[src/design/wao_pkg.sv]
// Package for the windowed alpha overlay blend: word types, register indexes, constants.
// No dependencies; every module of the block imports it.
package wao_pkg;

	localparam int NUM_LANES = 4;
	localparam int CH_W      = 8;
	localparam int CFG_W     = 12;
	localparam int IDX_W     = 8;
	localparam int POS_W     = 11;

	localparam logic [CH_W-1:0] CH_MAX = 8'd255;

	// Configuration register indexes
	localparam logic [IDX_W-1:0] REG_LEFT   = 8'd0;
	localparam logic [IDX_W-1:0] REG_TOP    = 8'd1;
	localparam logic [IDX_W-1:0] REG_WIDTH  = 8'd2;
	localparam logic [IDX_W-1:0] REG_HEIGHT = 8'd3;

	typedef struct packed {
		logic [POS_W-1:0] pix_col;
		logic [POS_W-1:0] pix_row;
		logic [CH_W-1:0]  bg_ch0;
		logic [CH_W-1:0]  bg_ch1;
		logic [CH_W-1:0]  bg_ch2;
		logic [CH_W-1:0]  bg_ch3;
		logic [CH_W-1:0]  ov_ch0;
		logic [CH_W-1:0]  ov_ch1;
		logic [CH_W-1:0]  ov_ch2;
		logic [CH_W-1:0]  ov_alpha;
	} wao_in_t;

	typedef struct packed {
		logic [CH_W-1:0] out_ch0;
		logic [CH_W-1:0] out_ch1;
		logic [CH_W-1:0] out_ch2;
		logic [CH_W-1:0] out_ch3;
		logic            inside_window;
	} wao_out_t;

	typedef struct packed {
		logic signed [CFG_W-1:0] left;
		logic signed [CFG_W-1:0] top;
		logic [CFG_W-1:0]        width;
		logic [CFG_W-1:0]        height;
	} wao_cfg_t;

	typedef struct packed {
		logic en;
		logic blend;
	} wao_lane_ctl_t;

endpackage

[src/design/wao_window.sv]
// Window membership test of one pixel position against the overlay rectangle.
// Depends on wao_pkg.
module wao_window import wao_pkg::*; (
	input  logic [POS_W-1:0] pix_col,
	input  logic [POS_W-1:0] pix_row,
	input  wao_cfg_t         cfg,
	output logic             hit
);

	logic signed [CFG_W:0] dx;
	logic signed [CFG_W:0] dy;

	assign dx = $signed({2'b00, pix_col}) - $signed({cfg.left[CFG_W-1], cfg.left});
	assign dy = $signed({2'b00, pix_row}) - $signed({cfg.top[CFG_W-1], cfg.top});

	// non-negative offset, below the count
	assign hit = !dx[CFG_W] && (dx[CFG_W-1:0] < cfg.width) &&
	             !dy[CFG_W] && (dy[CFG_W-1:0] < cfg.height);

endmodule

[src/design/wao_lane.sv]
// One blend lane: weighted sum of background and overlay, then exact divide by 255.
// Depends on wao_pkg.
module wao_lane import wao_pkg::*; (
	input  logic            clk,
	input  wao_lane_ctl_t   ctl,
	input  logic [CH_W-1:0] bg,
	input  logic [CH_W-1:0] ov,
	input  logic [CH_W-1:0] alpha,
	output logic [CH_W-1:0] result
);

	logic [2*CH_W-1:0] num;
	logic [2*CH_W-1:0] num_s2;
	logic [CH_W-1:0]   bg_s2;
	logic              blend_s2;
	logic [2*CH_W:0]   quot_t;

	assign num = {{CH_W{1'b0}}, bg} * {{CH_W{1'b0}}, CH_MAX - alpha}
	           + {{CH_W{1'b0}}, ov} * {{CH_W{1'b0}}, alpha};

	always_ff @(posedge clk) begin
		if (ctl.en) begin
			num_s2   <= num;
			bg_s2    <= bg;
			blend_s2 <= ctl.blend;
		end
	end

	// floor(n / 255) for n up to 255*255: (n + 1 + (n >> 8)) >> 8
	assign quot_t = {1'b0, num_s2} + {{2*CH_W{1'b0}}, 1'b1}
	              + {{CH_W+1{1'b0}}, num_s2[2*CH_W-1:CH_W]};

	assign result = blend_s2 ? quot_t[2*CH_W-1:CH_W] : bg_s2;

endmodule

[src/design/wao_merge.sv]
// Merge stage: gathers the lane results and the window flag into the output register.
// Depends on wao_pkg.
module wao_merge import wao_pkg::*; (
	input  logic                           clk,
	input  logic                           arst_n,
	input  logic                           en,
	input  logic                           valid_s2,
	input  logic                           inside_s2,
	input  logic [NUM_LANES-1:0][CH_W-1:0] lane_result,
	output logic                           out_valid,
	output wao_out_t                       out_word
);

	always_ff @(posedge clk or negedge arst_n) begin
		if (!arst_n) begin
			out_valid <= 1'b0;
		end else if (en) begin
			out_valid <= valid_s2;
		end
	end

	always_ff @(posedge clk) begin
		if (en) begin
			out_word.out_ch0       <= lane_result[0];
			out_word.out_ch1       <= lane_result[1];
			out_word.out_ch2       <= lane_result[2];
			out_word.out_ch3       <= lane_result[3];
			out_word.inside_window <= inside_s2;
		end
	end

endmodule

[src/design/windowed_alpha_overlay_blend.sv]
// Top level of the windowed alpha overlay blend: config registers, pipeline control, lanes.
// Depends on wao_pkg, wao_window, wao_lane and wao_merge.
//
// Usage:
//   Input channel (in_valid / in_stall / in_word) carries one background pixel, its
//   raster position and the matching overlay pixel. Output channel (out_valid /
//   out_stall / out_word) returns the four blended channels and the window flag.
//   A word moves when valid is high and stall is low at a rising edge of clk.
//   Configuration (cfg_valid / cfg_ready / cfg_index / cfg_data) writes the overlay
//   left, top, width and height registers; cfg_ready is always high and writes to
//   an index above 3 are dropped. Write configuration only while the block is idle.
//   An accepted input word passes the input stage with window test, the lane multiply
//   stage and the merge output register before its output word is valid.
//   Throughput: one word per cycle while out_stall is low; four lanes blend the four
//   channels of a word side by side, so the lane multipliers set that rate.
//   Stall: each stage advances when it is empty or the stage after it advances, so
//   bubbles collapse and new words are still taken while a finished word waits.
//   A full pipeline behind a stalled output holds and raises in_stall.
//   Reset (arst_n low): all stages empty, config registers cleared to zero (empty window).
module windowed_alpha_overlay_blend import wao_pkg::*; (
	input  logic              clk,
	input  logic              arst_n,
	input  logic              in_valid,
	output logic              in_stall,
	input  wao_in_t           in_word,
	output logic              out_valid,
	input  logic              out_stall,
	output wao_out_t          out_word,
	input  logic              cfg_valid,
	output logic              cfg_ready,
	input  logic [IDX_W-1:0]  cfg_index,
	input  logic [CFG_W-1:0]  cfg_data
);

	wao_cfg_t cfg_q;

	logic    en_out;
	logic    en_s2;
	logic    en_s1;
	logic    valid_s1;
	logic    valid_s2;
	logic    win_hit;
	logic    inside_s1;
	logic    inside_s2;
	wao_in_t word_s1;

	wao_lane_ctl_t                  lane_ctl;
	logic [NUM_LANES-1:0][CH_W-1:0] lane_bg;
	logic [NUM_LANES-1:0][CH_W-1:0] lane_ov;
	logic [NUM_LANES-1:0][CH_W-1:0] lane_result;

	// Configuration registers: always ready, unknown indexes dropped
	assign cfg_ready = 1'b1;

	always_ff @(posedge clk or negedge arst_n) begin
		if (!arst_n) begin
			cfg_q <= '0;
		end else if (cfg_valid) begin
			case (cfg_index)
				REG_LEFT:   cfg_q.left   <= cfg_data;
				REG_TOP:    cfg_q.top    <= cfg_data;
				REG_WIDTH:  cfg_q.width  <= cfg_data;
				REG_HEIGHT: cfg_q.height <= cfg_data;
				default:    ;
			endcase
		end
	end

	// Stage enables: a stage advances when empty or when its successor advances
	assign en_out   = !out_valid || !out_stall;
	assign en_s2    = !valid_s2 || en_out;
	assign en_s1    = !valid_s1 || en_s2;
	assign in_stall = !en_s1;

	// Stage 1: take the input word and its window flag
	wao_window u_window (
		.pix_col (in_word.pix_col),
		.pix_row (in_word.pix_row),
		.cfg     (cfg_q),
		.hit     (win_hit)
	);

	always_ff @(posedge clk or negedge arst_n) begin
		if (!arst_n) begin
			valid_s1 <= 1'b0;
			valid_s2 <= 1'b0;
		end else begin
			if (en_s1) begin
				valid_s1 <= in_valid;
			end
			if (en_s2) begin
				valid_s2 <= valid_s1;
			end
		end
	end

	always_ff @(posedge clk) begin
		if (en_s1) begin
			word_s1   <= in_word;
			inside_s1 <= win_hit;
		end
		if (en_s2) begin
			inside_s2 <= inside_s1;
		end
	end

	// Stage 2: one lane per channel; the alpha channel blends against alpha itself
	assign lane_ctl.en    = en_s2;
	assign lane_ctl.blend = inside_s1 && (word_s1.ov_alpha != '0);

	assign lane_bg[0] = word_s1.bg_ch0;
	assign lane_bg[1] = word_s1.bg_ch1;
	assign lane_bg[2] = word_s1.bg_ch2;
	assign lane_bg[3] = word_s1.bg_ch3;
	assign lane_ov[0] = word_s1.ov_ch0;
	assign lane_ov[1] = word_s1.ov_ch1;
	assign lane_ov[2] = word_s1.ov_ch2;
	assign lane_ov[3] = word_s1.ov_alpha;

	for (genvar i = 0; i < NUM_LANES; i++) begin : g_lane
		wao_lane u_lane (
			.clk    (clk),
			.ctl    (lane_ctl),
			.bg     (lane_bg[i]),
			.ov     (lane_ov[i]),
			.alpha  (word_s1.ov_alpha),
			.result (lane_result[i])
		);
	end

	// Stage 3: merge lanes into the output register
	wao_merge u_merge (
		.clk         (clk),
		.arst_n      (arst_n),
		.en          (en_out),
		.valid_s2    (valid_s2),
		.inside_s2   (inside_s2),
		.lane_result (lane_result),
		.out_valid   (out_valid),
		.out_word    (out_word)
	);

endmodule

[config.mk]
export PLATFORM = sky130hd
export DESIGN_NAME = windowed_alpha_overlay_blend
export DESIGN_NICKNAME = d
export VERILOG_FILES = /design/src/design/wao_pkg.sv /design/src/design/wao_window.sv /design/src/design/wao_lane.sv /design/src/design/wao_merge.sv /design/src/design/windowed_alpha_overlay_blend.sv
export SDC_FILE = /design/constraint.sdc
export NUM_CORES = 1
export LEC_CHECK = 0
export ABC_AREA = 0
export BUFFER_PORTS_ARGS = -buffer_cell sky130_fd_sc_hd__buf_2
export CORE_ASPECT_RATIO = 1.1
export CORE_MARGIN = 1
export CORE_UTILIZATION = 43
export DETAILED_ROUTE_END_ITERATION = 10
export GPL_TIMING_DRIVEN = 0
export HOLD_SLACK_MARGIN = 0.08
export RECOVER_POWER = 25
export SLEW_MARGIN = 5
export SYNTH_ARGS = -nofsm -noshare
export SYNTH_HDL_FRONTEND = slang
export SYNTH_SLANG_ARGS = --single-unit
[constraint.sdc]
create_clock -name clk -period 5.7 [get_ports clk]
set_clock_uncertainty 0.1 [all_clocks]
set_input_delay 1.14 -clock clk [delete_from_list [all_inputs] [get_ports clk]]
set_output_delay 1.14 -clock clk [all_outputs]
set_load 0.02 [all_outputs]
==> reports/results.tsv, run 1 <==
stage	metric	value	unit
run_status	run status	complete, but fails checks	
run_status	failing checks	max-capacitance violations, max-slew violations, negative setup slack	
final_layout	Filler Cell Count	5734	
timing	unrepaired setup endpoints after global routing	true	
place	PortBufs	145	
timing	Setup violations, final	4	
place	last weighted congestion value of the routability-driven placer	0.910	
worst_hold_path	worst min path class	flop to flop	
yosys	Synth warnings	0	
grt	global-route wire length before repair	115000	um
yosys	post-synthesis simple-gate area fraction	0.137	
yosys	Commonest cells post-synth	559 x inv_1, 373 x fa_1, 311 x ha_1, 196 x edfxtp_1, 153 x and2_1	
die	Die Wd	244	um
timing	max-slew violations	52	
die	full die area	0.0654	mm2
worst_setup_path	crit start category	flop	
drt	Initial DRC Count	809	
worst_setup_path	R2R Path End	g_lane[2].u_lane.num_s2[14]	
drt	Avg Vias per Cell	5.10	
final_layout	Nets	3717	
timing	actual slew at the worst max-slew pin	2.91	ns
grt	initial antenna violation count	9	
yosys	most common cell in the netlist	inv_1	
die	cell row count	97	
die	total core area	0.0637	mm2
worst_setup_path	flop-to-flop setup slack	-0.10	ns
yosys	Post-synth EDFFs	196	
worst_setup_path	Worst EP arrival	6.01	ns
yosys	post-synth top area cell	fa_1	
die	top-level port count	147	
drt	Via Count	19300	
final_layout	layout cell share with drive strength beyond 1	0.190	
grt	global route overflow	0	
yosys	synthesized area	0.0277	mm2
timing	final worst setup slack	-0.101	ns
yosys	Synth Area in XOR/XNOR	0.0364	
yosys	#FFs+latches synth	247	
timing	Slew HR	-0.940	
timing	Max Freq	0.172	GHz
timing	Final Hold Fails	0	
yosys	mux contribution to synthesized area	0.0195	
yosys	Distinct cells, synth	55	
clock_tree	cts bufs inserted	28	
timing	post-route clock period utilization	1.02	
clock_tree	CTS root buf	clkbuf_16	
yosys	Syn Area/Cell	10.5	um2
yosys	largest family of logic cells by synthesized area	adder cells	
worst_setup_path	Critical Path Source	lane_ov[25]	
clock_tree	clock buffer depth	3	
worst_setup_path	crit-path max FO	6	
drt	Wirelength per Cell	19.2	um
yosys	synthesized instance count	2648	
yosys	ys flop type	edfxtp_1	
clock_tree	clk slew on worst S/H paths	0.06	ns
final_layout	flip-flop and latch area	0.00716	mm2
yosys	asr flop ratio synth	0.206	
grt	number of global-route vias before repair	21300	
clock_tree	CTS tree	built	
worst_setup_path	R2R Path Start	lane_ov[25]	
yosys	area fraction of the dominant cell type after synthesis	0.270	
final_layout	fin util	0.513	
timing	Tmin final	5.80	ns
worst_setup_path	Worst EP required	5.91	ns
yosys	adder-cell share of the synthesized area	0.410	
drt	drt drc	0	
place	DPL Wire Length	55000	um
drt	ANT nets after route	0	
final_layout	Area Growth Syn to Fin	18.1	%
worst_setup_path	Critical Path Sink	g_lane[2].u_lane.num_s2[14]	
yosys	synth top area cells	fa_1 27%, edfxtp_1 21%, ha_1 14%, inv_1 7.6%, dfrtp_1 4.6%	
yosys	compound-gate portion of the synthesized area	0.0511	
final_layout	multi-input logic area	0.0191	mm2
worst_setup_path	WS Path Type	flop to flop	
clock_tree	clock latency on the worst-skew pair	0.60	ns
job	max cap viols	1	
drt	First-pass DRT Iterations	5	
clock_tree	H-tree Lvls	1	
grt	All-Layer GR Usage	0.230	
yosys	sequential-to-total area share from yosys stat	0.259	
die	Die H	268	um
drt	Total Routed Length	72600	um
worst_setup_path	reg2reg path depth	22	
clock_tree	total clock sinks	247	
die	initial cell density of the core	0.434	
worst_setup_path	Critical Path End Type	flop	
grt	largest net degree at the start of global routing	53	
==> logic make-up (layout without fill, tap and decap cells) <==
family	count (synthesis)	count (layout)
buffers and inverters	634	924
multiplexers	48	48
other	2	8
AND/OR/NAND/NOR	695	695
adder cells (fa/ha/maj)	684	684
flip-flops	247	247
AO/OA/AOI/OAI	223	223
XOR/XNOR	115	115
==> routing by layer <==
metal,global-route usage,part of all wire,vias up
li1,-,-,8864
met4,0.0921,0.043,12
met1,0.273,0.40,9782
met3,0.0402,0.056,157
met2,0.410,0.50,483
met5,0,0.0011,-
==> worst max-delay path, cell delays in order (launching register included) <==
cell	delay [ns]
edfxtp_1	0.45
buf_8	0.18
clkbuf_16	0.16
nand2b_4	0.14
fa_1	0.50
inv_2	0.05
ha_4	0.25
inv_2	0.03
fa_1	0.50
inv_2	0.04
fa_1	0.56
inv_1	0.06
fa_1	0.48
inv_1	0.05
fa_1	0.52
ha_4	0.21
inv_2	0.06
nor2_2	0.05
o21a_4	0.21
o41ai_4	0.41
o21ai_2	0.14
o41ai_2	0.25
xnor2_1	0.11
==> cell usage in the layout (no fill, tap or decap), types with 7 or more instances in the layout <==
| cell | count |
|---|---|
| inv_1 | 531 |
| nor3_1 | 8 |
| dfrtp_1 | 51 |
| and3_1 | 8 |
| nor2b_1 | 140 |
| nand2b_4 | 22 |
| a21oi_1 | 62 |
| clkbuf_8 | 15 |
| mux2_2 | 47 |
| buf_4 | 82 |
| nor2b_2 | 7 |
| nor2_1 | 76 |
| ha_1 | 280 |
| nand3_1 | 26 |
| fa_2 | 16 |
| a21o_1 | 30 |
| o21ai_0 | 29 |
| xnor2_1 | 66 |
| o21ai_2 | 8 |
| buf_2 | 144 |
| and2_1 | 150 |
| o21a_1 | 18 |
| nand2_1 | 125 |
| edfxtp_1 | 196 |
| nand2b_1 | 75 |
| fa_1 | 357 |
| ha_4 | 29 |
| a21oi_2 | 11 |
| nand4_1 | 13 |
| clkbuf_2 | 7 |
| buf_8 | 10 |
| buf_6 | 21 |
| inv_2 | 28 |
| a211oi_1 | 7 |
| clkbuf_16 | 38 |
| buf_12 | 7 |
| xor2_1 | 48 |
| clkbuf_1 | 27 |
==> per-stage QoR <==
step	instance area (um2)	TNS (ns)	hold slack [ns]	cells	setup WS, ns
after floorplan	27700	-0.130	0.300	2652	-0.0648
after global placement	29500	-176.60	0.308	3638	-1.26
after detailed placement	29600	-26.17	0.305	3646	-1.19
after CTS	32000	-0.830	0.318	3755	-0.203
after global routing	32700	-3.03	0.329	3785	-0.280
final	32700	-0.246	0.317	3785	-0.101
==> worst min path at each step <==
stage / start / to / slack (ns) / depth (start not counted)
floorplan: inside_s2 / u_merge.out_word[0] / 0.30 / 0
global placement: inside_s2 / u_merge.out_word[0] / 0.31 / 0
detailed placement: inside_s2 / u_merge.out_word[0] / 0.30 / 0
CTS: inside_s2 / u_merge.out_word[0] / 0.32 / 0
global route: inside_s2 / u_merge.out_word[0] / 0.33 / 0
finish: inside_s2 / u_merge.out_word[0] / 0.32 / 0
==> timing repair <==
item                                    in CTS  in global routing
pin swaps                                   88                122
gates resized for setup                    233                135
cloned                                       1                  0
setup buffers                               65                 33
hold buffers                                 0                  0
endpoints found under the setup margin      39                 23
==> flip-flops by register name, indices dropped and copies added (netlist names), 32 cells and up <==
register              cells
cfg_q                    48
g_lane.u_lane.bg_s2      32
g_lane.u_lane.num_s2     64
u_merge.out_word         33
lane_bg                  32
lane_ov                  32
==> cell type report <==
| cell class | instances | area share |
|---|---|---|
| clock inverter | 9 | 0.00142 |
| clock buffer | 41 | 0.0242 |
| buffer | 65 | 0.0221 |
| inverter | 560 | 0.0647 |
| multi-input combinational | 1771 | 0.584 |
| antenna | 2 | 0.000153 |
| timing repair buffer | 249 | 0.0518 |
| sequential | 247 | 0.219 |
| tap | 841 | 0.0322 |
Power of run 1 is left out: the tool's default activity adds up to more than one toggle a clock period on the data nets, which glitch-free logic cannot reach.
==> run 2: changes to the inputs <==
--- a/config.mk
+++ b/config.mk
@@ -7,7 +7,7 @@
 export LEC_CHECK = 0
 export ABC_AREA = 0
 export BUFFER_PORTS_ARGS = -buffer_cell sky130_fd_sc_hd__buf_2
-export CORE_ASPECT_RATIO = 1.1
+export CORE_ASPECT_RATIO = 1.75
 export CORE_MARGIN = 1
 export CORE_UTILIZATION = 43
 export DETAILED_ROUTE_END_ITERATION = 10
==> constraint.sdc (replaced) <==
create_clock -name clk -period 5.7 [get_ports clk]
set_clock_uncertainty 0.1 [all_clocks]
set_input_delay 1.425 -clock clk [delete_from_list [all_inputs] [get_ports clk]]
set_output_delay 1.425 -clock clk [all_outputs]
set_load 0.02 [all_outputs]
==> run 2 against run 1 <==
Compared with the run above:
- the run still ends with max-capacitance violations, max-slew violations, negative setup slack left
- cell count is 1.4% lower
- worst setup slack worse by 0.078 ns
- critical path depth fell by 5
- worst hold slack gained 0.0088 ns
- die area about the same
- clock-buffer cell count decreased by 13
- first-iteration DRC count fell by 1.1%
- register-to-register slack worse by 0.08 ns
- fmax decreased by 1.3%
- sequential share of layout area rose by 0.21 points
- critical path type unchanged
==> reports/results.tsv, run 2 (synthesis gave the netlist of run 1 again) <==
stage	metric	value	unit	change
run_status	run status	complete, but fails checks		
run_status	failing checks	max-capacitance violations, max-slew violations, negative setup slack		
timing	unrepaired setup endpoints after global routing	true		
final_layout	most frequent cells in the layout	532 x inv_1, 363 x fa_1, 283 x ha_1		
clock_tree	total clock sinks	247		unchanged
clock_tree	clock latency on the worst-skew pair	0.59	ns	about the same
grt	initial antenna violation count	7		-2
timing	actual slew at the worst max-slew pin	2.75	ns	-0.164 ns
final_layout	most common cell after layout, fill and taps aside	inv_1		
timing	Tmin final	5.88	ns	+0.0776 ns
worst_setup_path	crit-path max cell delay	0.57	ns	about the same
worst_setup_path	reg2reg path depth	17		-23%
die	Die H	338	um	+26%
place	DPL Wire Length	60400	um	+9.7%
worst_hold_path	worst hold path depth	0		unchanged
final_layout	biggest regs	g_lane.u_lane.num_s2: 64 flops, cfg_q: 48 flops, u_merge.out_word: 33 flops		
clock_tree	H-tree Lvls	1		unchanged
worst_setup_path	R2R Path Start	lane_ov[31]		
drt	ANT nets after route	0		unchanged
clock_tree	CTS root buf	clkbuf_16		
grt	number of global-route vias before repair	21600		+0.97%
final_layout	Largest register FFs	64		unchanged
die	cell row count	122		+26%
die	initial cell density of the core	0.436		+0.00148
die	full die area	0.0654	mm2	about the same
clock_tree	clock buffer depth	3		unchanged
grt	global route overflow	0		unchanged
final_layout	Filler Cell Count	5740		+0.10%
drt	drt drc	0		unchanged
timing	Setup violations, final	9		+5
worst_setup_path	Critical Path Source	lane_ov[31]		
grt	largest net degree at the start of global routing	52		-1.9%
worst_setup_path	Critical Path End Type	flop		
timing	Max Freq	0.170	GHz	-1.3%
place	dpl ws	-1.27	ns	-0.0790 ns
clock_tree	cts bufs inserted	26		-7.1%
place	last weighted congestion value of the routability-driven placer	0.904		-0.59%
die	total core area	0.0635	mm2	-0.34%
job	max cap viols	2		+1
worst_setup_path	CP max stage cell	fa_1		
drt	First-pass DRT Iterations	5		unchanged
worst_setup_path	Worst EP required	5.93	ns	+0.02 ns
timing	max-slew violations	77		+48%
timing	Final Hold Fails	0		unchanged
grt	global-route wire length before repair	118000	um	+2.5%
worst_hold_path	min-delay src	inside_s2		
drt	Avg Vias per Cell	5.20		+2.0%
worst_setup_path	WS Path Type	flop to flop		
final_layout	Top reg by flops	g_lane.u_lane.num_s2		
place	PortBufs	145		unchanged
drt	Initial DRC Count	800		-1.1%
worst_setup_path	most used cell, CP	fa_1		
worst_setup_path	crit-path max FO	10		+4
clock_tree	clk slew on worst S/H paths	0.07	ns	about the same
timing	Slew HR	-0.831		+0.109
drt	Via Count	19400		+0.55%
final_layout	layout cell share with drive strength beyond 1	0.183		-0.00676
worst_setup_path	crit start category	flop		
worst_hold_path	worst min path class	flop to flop		
worst_setup_path	worst path cell trace	clkbuf_8, and2_1, fa_1, fa_1, fa_1, fa_1, fa_1, inv_2, fa_1, inv_2, ha_4, a21o_1, a2111oi_4, a21oi_2, a21o_1, a21oi_2, xnor2_1		
drt	Total Routed Length	77000	um	+6.0%
die	Die Wd	194	um	-21%
drt	Wirelength per Cell	20.6	um	+7.5%
clock_tree	CTS tree	built		
timing	post-route clock period utilization	1.03		+0.0136
grt	All-Layer GR Usage	0.241		+0.0118
final_layout	Area Growth Syn to Fin	17.0	%	
timing	final worst setup slack	-0.179	ns	-0.0776 ns
die	top-level port count	147		unchanged
worst_setup_path	Worst EP arrival	6.11	ns	+0.10 ns
final_layout	Nets	3701		-0.43%
==> run 2: routing by layer <==
layer | vias up | track usage | share of wire
li1 | 8844 | - | -
met1 | 9837 | 0.247 | 0.34
met2 | 521 | 0.462 | 0.54
met3 | 201 | 0.0318 | 0.046
met4 | 2 | 0.149 | 0.069
met5 | - | 0 | 0.00010
==> run 2: cell type report <==
type / instances / area, um2 / share of cell area
diodes: 1 / 2.50 / 0.0000773
plain buffers: 57 / 594 / 0.0184
clock buffers: 28 / 679 / 0.0210
clock inverters: 19 / 245 / 0.00757
inverters: 560 / 2110 / 0.0651
multi-input cells: 1771 / 19000 / 0.586
flip-flops and latches: 247 / 7160 / 0.221
well taps: 806 / 1010 / 0.0311
repair buffers: 243 / 1610 / 0.0498
==> run 2: per-stage QoR <==
step                      setup TNS, ns  utilization  cell area, um2  hold slack (ns)  std cells
after floorplan                  -0.130            -           27700            0.300       2652
after global placement          -230.22        0.464           29400            0.315       3603
after detailed placement         -30.23        0.466           29600            0.314       3610
after CTS                         -1.43        0.499           31700            0.329       3701
after global routing              -3.26        0.510           32400            0.338       3731
final                            -0.776        0.510           32400            0.326       3732
==> run 2: worst paths after layout <==
path / to / slack (ns)
min reg2reg: u_merge.out_word[0] / 0.33
min in group asynchronous: cfg_q[36] / 1.60
max: g_lane[0].u_lane.num_s2[15] / -0.18
max in group asynchronous: cfg_q[43] / 2.33
min: u_merge.out_word[0] / 0.33
max reg2reg: g_lane[0].u_lane.num_s2[15] / -0.18
==> run 2: repair_timing <==
action / in CTS / in global routing
endpoints found under the setup margin: 40 / 23
gates resized for setup: 200 / 155
buffers inserted: 52 / 40
hold buffers: 0 / 0
pin swaps: 53 / 94
==> run 2: worst max-delay path, delay by kind of cell, from the launching register on <==
family / cells / cell delay (ns)
buffers and inverters: 3 / 0.38
flip-flops: 1 / 0.56
XOR/XNOR: 1 / 0.10
AND/OR/NAND/NOR: 1 / 0.17
adder cells (fa/ha/maj): 7 / 3.38
AO/OA/AOI/OAI: 5 / 0.93
Power of run 2 is left out for the same reason.
==> run 3: changes to the inputs <==
--- a/config.mk
+++ b/config.mk
@@ -7,13 +7,17 @@
 export LEC_CHECK = 0
 export ABC_AREA = 0
 export BUFFER_PORTS_ARGS = -buffer_cell sky130_fd_sc_hd__buf_2
+export CELL_PAD_IN_SITES_DETAIL_PLACEMENT = 0
+export CELL_PAD_IN_SITES_GLOBAL_PLACEMENT = 1
 export CORE_ASPECT_RATIO = 1.75
 export CORE_MARGIN = 1
 export CORE_UTILIZATION = 43
 export DETAILED_ROUTE_END_ITERATION = 10
 export GPL_TIMING_DRIVEN = 0
 export HOLD_SLACK_MARGIN = 0.08
+export PLACE_DENSITY_LB_ADDON = 0.1
 export RECOVER_POWER = 25
+export SKIP_LAST_GASP = 1
 export SLEW_MARGIN = 5
 export SYNTH_ARGS = -nofsm -noshare
 export SYNTH_HDL_FRONTEND = slang
==> run 3 against run 2 <==
Compared with the run above:
- the flow still finishes with violations (max-capacitance violations, max-slew violations, negative setup slack)
- critical endpoint is now g_lane[1].u_lane.num_s2[14]
- sequential share of layout area fell by 0.12 points
- critical path type unchanged
- cell area rose by 0.56%
- highest routed layer unchanged
- sequential cell count did not move
- via count fell by 1.6%
==> reports/results.tsv, run 3 (synthesis gave the netlist of run 1 again) <==
stage	metric	value	unit	change
die	full die area	0.0654	mm2	unchanged
clock_tree	clk slew on worst S/H paths	0.06	ns	about the same
die	cell row count	122		unchanged
run_status	failing checks	max-capacitance violations, max-slew violations, negative setup slack		
job	max cap viols	1		-1
final_layout	most frequent cells in the layout	539 x inv_1, 353 x fa_1, 281 x ha_1		
timing	Final Hold Fails	0		unchanged
timing	actual slew at the worst max-slew pin	2.96	ns	+0.216 ns
drt	drt drc	0		unchanged
drt	Total Routed Length	75900	um	-1.5%
drt	First-pass DRT Iterations	4		-1
place	DPL Wire Length	60400	um	about the same
worst_setup_path	WS Path Type	flop to flop		
final_layout	biggest regs	g_lane.u_lane.num_s2: 64 flops, cfg_q: 48 flops, u_merge.out_word: 33 flops		
die	total core area	0.0635	mm2	unchanged
drt	Via Count	19100		-1.6%
grt	global-route wire length before repair	118000	um	-0.30%
grt	initial antenna violation count	3		-4
clock_tree	clock buffer depth	3		unchanged
run_status	run status	complete, but fails checks		
clock_tree	CTS tree	built		
timing	post-route clock period utilization	1.04		+0.00599
drt	Wirelength per Cell	20.3	um	-1.7%
worst_setup_path	Worst EP required	5.93	ns	about the same
clock_tree	total clock sinks	247		unchanged
final_layout	most common cell after layout, fill and taps aside	inv_1		
final_layout	Largest register FFs	64		unchanged
worst_setup_path	crit start category	flop		
drt	Avg Vias per Cell	5.11		-1.8%
grt	largest net degree at the start of global routing	62		+19%
final_layout	Filler Cell Count	5921		+3.2%
die	Die Wd	194	um	unchanged
timing	Tmin final	5.91	ns	+0.0341 ns
clock_tree	CTS Hold Bufs	0		unchanged
timing	TNS Setup	-1.17	ns	-0.398 ns
timing	unrepaired setup endpoints after global routing	true		
worst_hold_path	worst min path class	flop to flop		
grt	global route overflow	0		unchanged
timing	Max Freq	0.169	GHz	-0.58%
clock_tree	cts bufs inserted	29		+12%
die	top-level port count	147		unchanged
grt	number of global-route vias before repair	21100		-2.3%
place	last weighted congestion value of the routability-driven placer	0.883		-2.4%
drt	Initial DRC Count	723		-9.6%
final_layout	layout cell share with drive strength beyond 1	0.187		+0.00393
clock_tree	H-tree Lvls	1		unchanged
final_layout	Top reg by flops	g_lane.u_lane.num_s2		
timing	final worst setup slack	-0.213	ns	-0.0341 ns
clock_tree	CTS root buf	clkbuf_16		
worst_setup_path	crit-path max FO	8		-2
die	Die H	338	um	unchanged
drt	ANT nets after route	0		unchanged
final_layout	Nets	3705		+0.11%
die	initial cell density of the core	0.436		unchanged
place	PortBufs	145		unchanged
timing	Setup violations, final	13		+4
final_layout	Inserted Diodes	0		-1
grt	All-Layer GR Usage	0.239		-0.00240
timing	Slew HR	-0.975		-0.144
final_layout	Area Growth Syn to Fin	17.6	%	
timing	max-slew violations	52		-32%
worst_setup_path	Worst EP arrival	6.14	ns	+0.03 ns
clock_tree	clock latency on the worst-skew pair	0.60	ns	about the same
worst_setup_path	Critical Path End Type	flop		
-- run 3: cell count changes in the layout (fill, tap and decap cells not counted), sizes merged --
cell,before,now
buf,260,257
bufinv,5,3
clkbuf,68,76
clkinv,7,12
clkinvlp,6,5
diode,1,0
inv,561,562
-- run 3: per-stage QoR --
| stage | utilization | cell area (um2) | worst slack, ns | hold slack (ns) | cells |
|---|---|---|---|---|---|
| 2_1_floorplan | - | 27700 | -0.0648 | 0.300 | 2652 |
| 5_1_grt | 0.513 | 32600 | -0.328 | 0.357 | 3739 |
| 4_1_cts | 0.503 | 32000 | -0.202 | 0.341 | 3718 |
| 6_report | 0.513 | 32600 | -0.213 | 0.337 | 3739 |
| 3_5_place_dp | 0.466 | 29600 | -1.44 | 0.323 | 3610 |
| 3_3_place_gp | 0.464 | 29400 | -1.46 | 0.316 | 3603 |
-- run 3: metal layers --
metal,share of wire,global-route usage,vias to the layer above
li1,-,-,8841
met1,0.38,0.264,9735
met2,0.54,0.459,366
met3,0.033,0.0259,145
met4,0.048,0.105,6
met5,0.00061,0,-
-- run 3: timing repair --
item / in CTS / in global routing
pin swaps: 70 / 129
endpoints found under the setup margin: 40 / 27
buffers inserted: 60 / 25
gates cloned: 1 / 1
resized for setup: 214 / 138
-- run 3: layout make-up --
class | instances | area, um2 | share of cell area
plain buffers | 64 | 674 | 0.0207
clock buffers | 32 | 757 | 0.0232
repair buffers | 237 | 1590 | 0.0488
well taps | 806 | 1010 | 0.0310
clock inverters | 22 | 230 | 0.00707
flip-flops and latches | 247 | 7160 | 0.220
multi-input cells | 1771 | 19000 | 0.584
inverters | 560 | 2110 | 0.0649
-- run 3: worst paths after layout --
path / startpoint / endpoint / slack (ns) / cells after the start
hold / removal: inside_s2 / u_merge.out_word[0] / 0.34 / 0
min in group asynchronous: arst_n / cfg_q[4] / 1.67 / 1
setup reg to reg: lane_ov[28] / g_lane[1].u_lane.num_s2[14] / -0.21 / 21
hold reg to reg: inside_s2 / u_merge.out_word[0] / 0.34 / 0
max in group asynchronous: arst_n / cfg_q[40] / 2.13 / 1
setup / recovery: lane_ov[28] / g_lane[1].u_lane.num_s2[14] / -0.21 / 21
-- run 3: worst max-delay path: stages, from the launching register on --
cell,delay (ns)
edfxtp_1,0.51
buf_8,0.21
clkbuf_16,0.17
and2_4,0.14
fa_1,0.49
inv_2,0.04
fa_1,0.55
inv_2,0.04
fa_2,0.54
fa_2,0.44
fa_1,0.50
inv_2,0.04
fa_1,0.48
inv_2,0.04
ha_4,0.22
nor3_2,0.15
nor2_1,0.08
a31oi_2,0.22
nor2b_1,0.08
o21a_1,0.20
o41ai_2,0.23
xnor2_1,0.15
Power of run 3 is left out for the same reason.
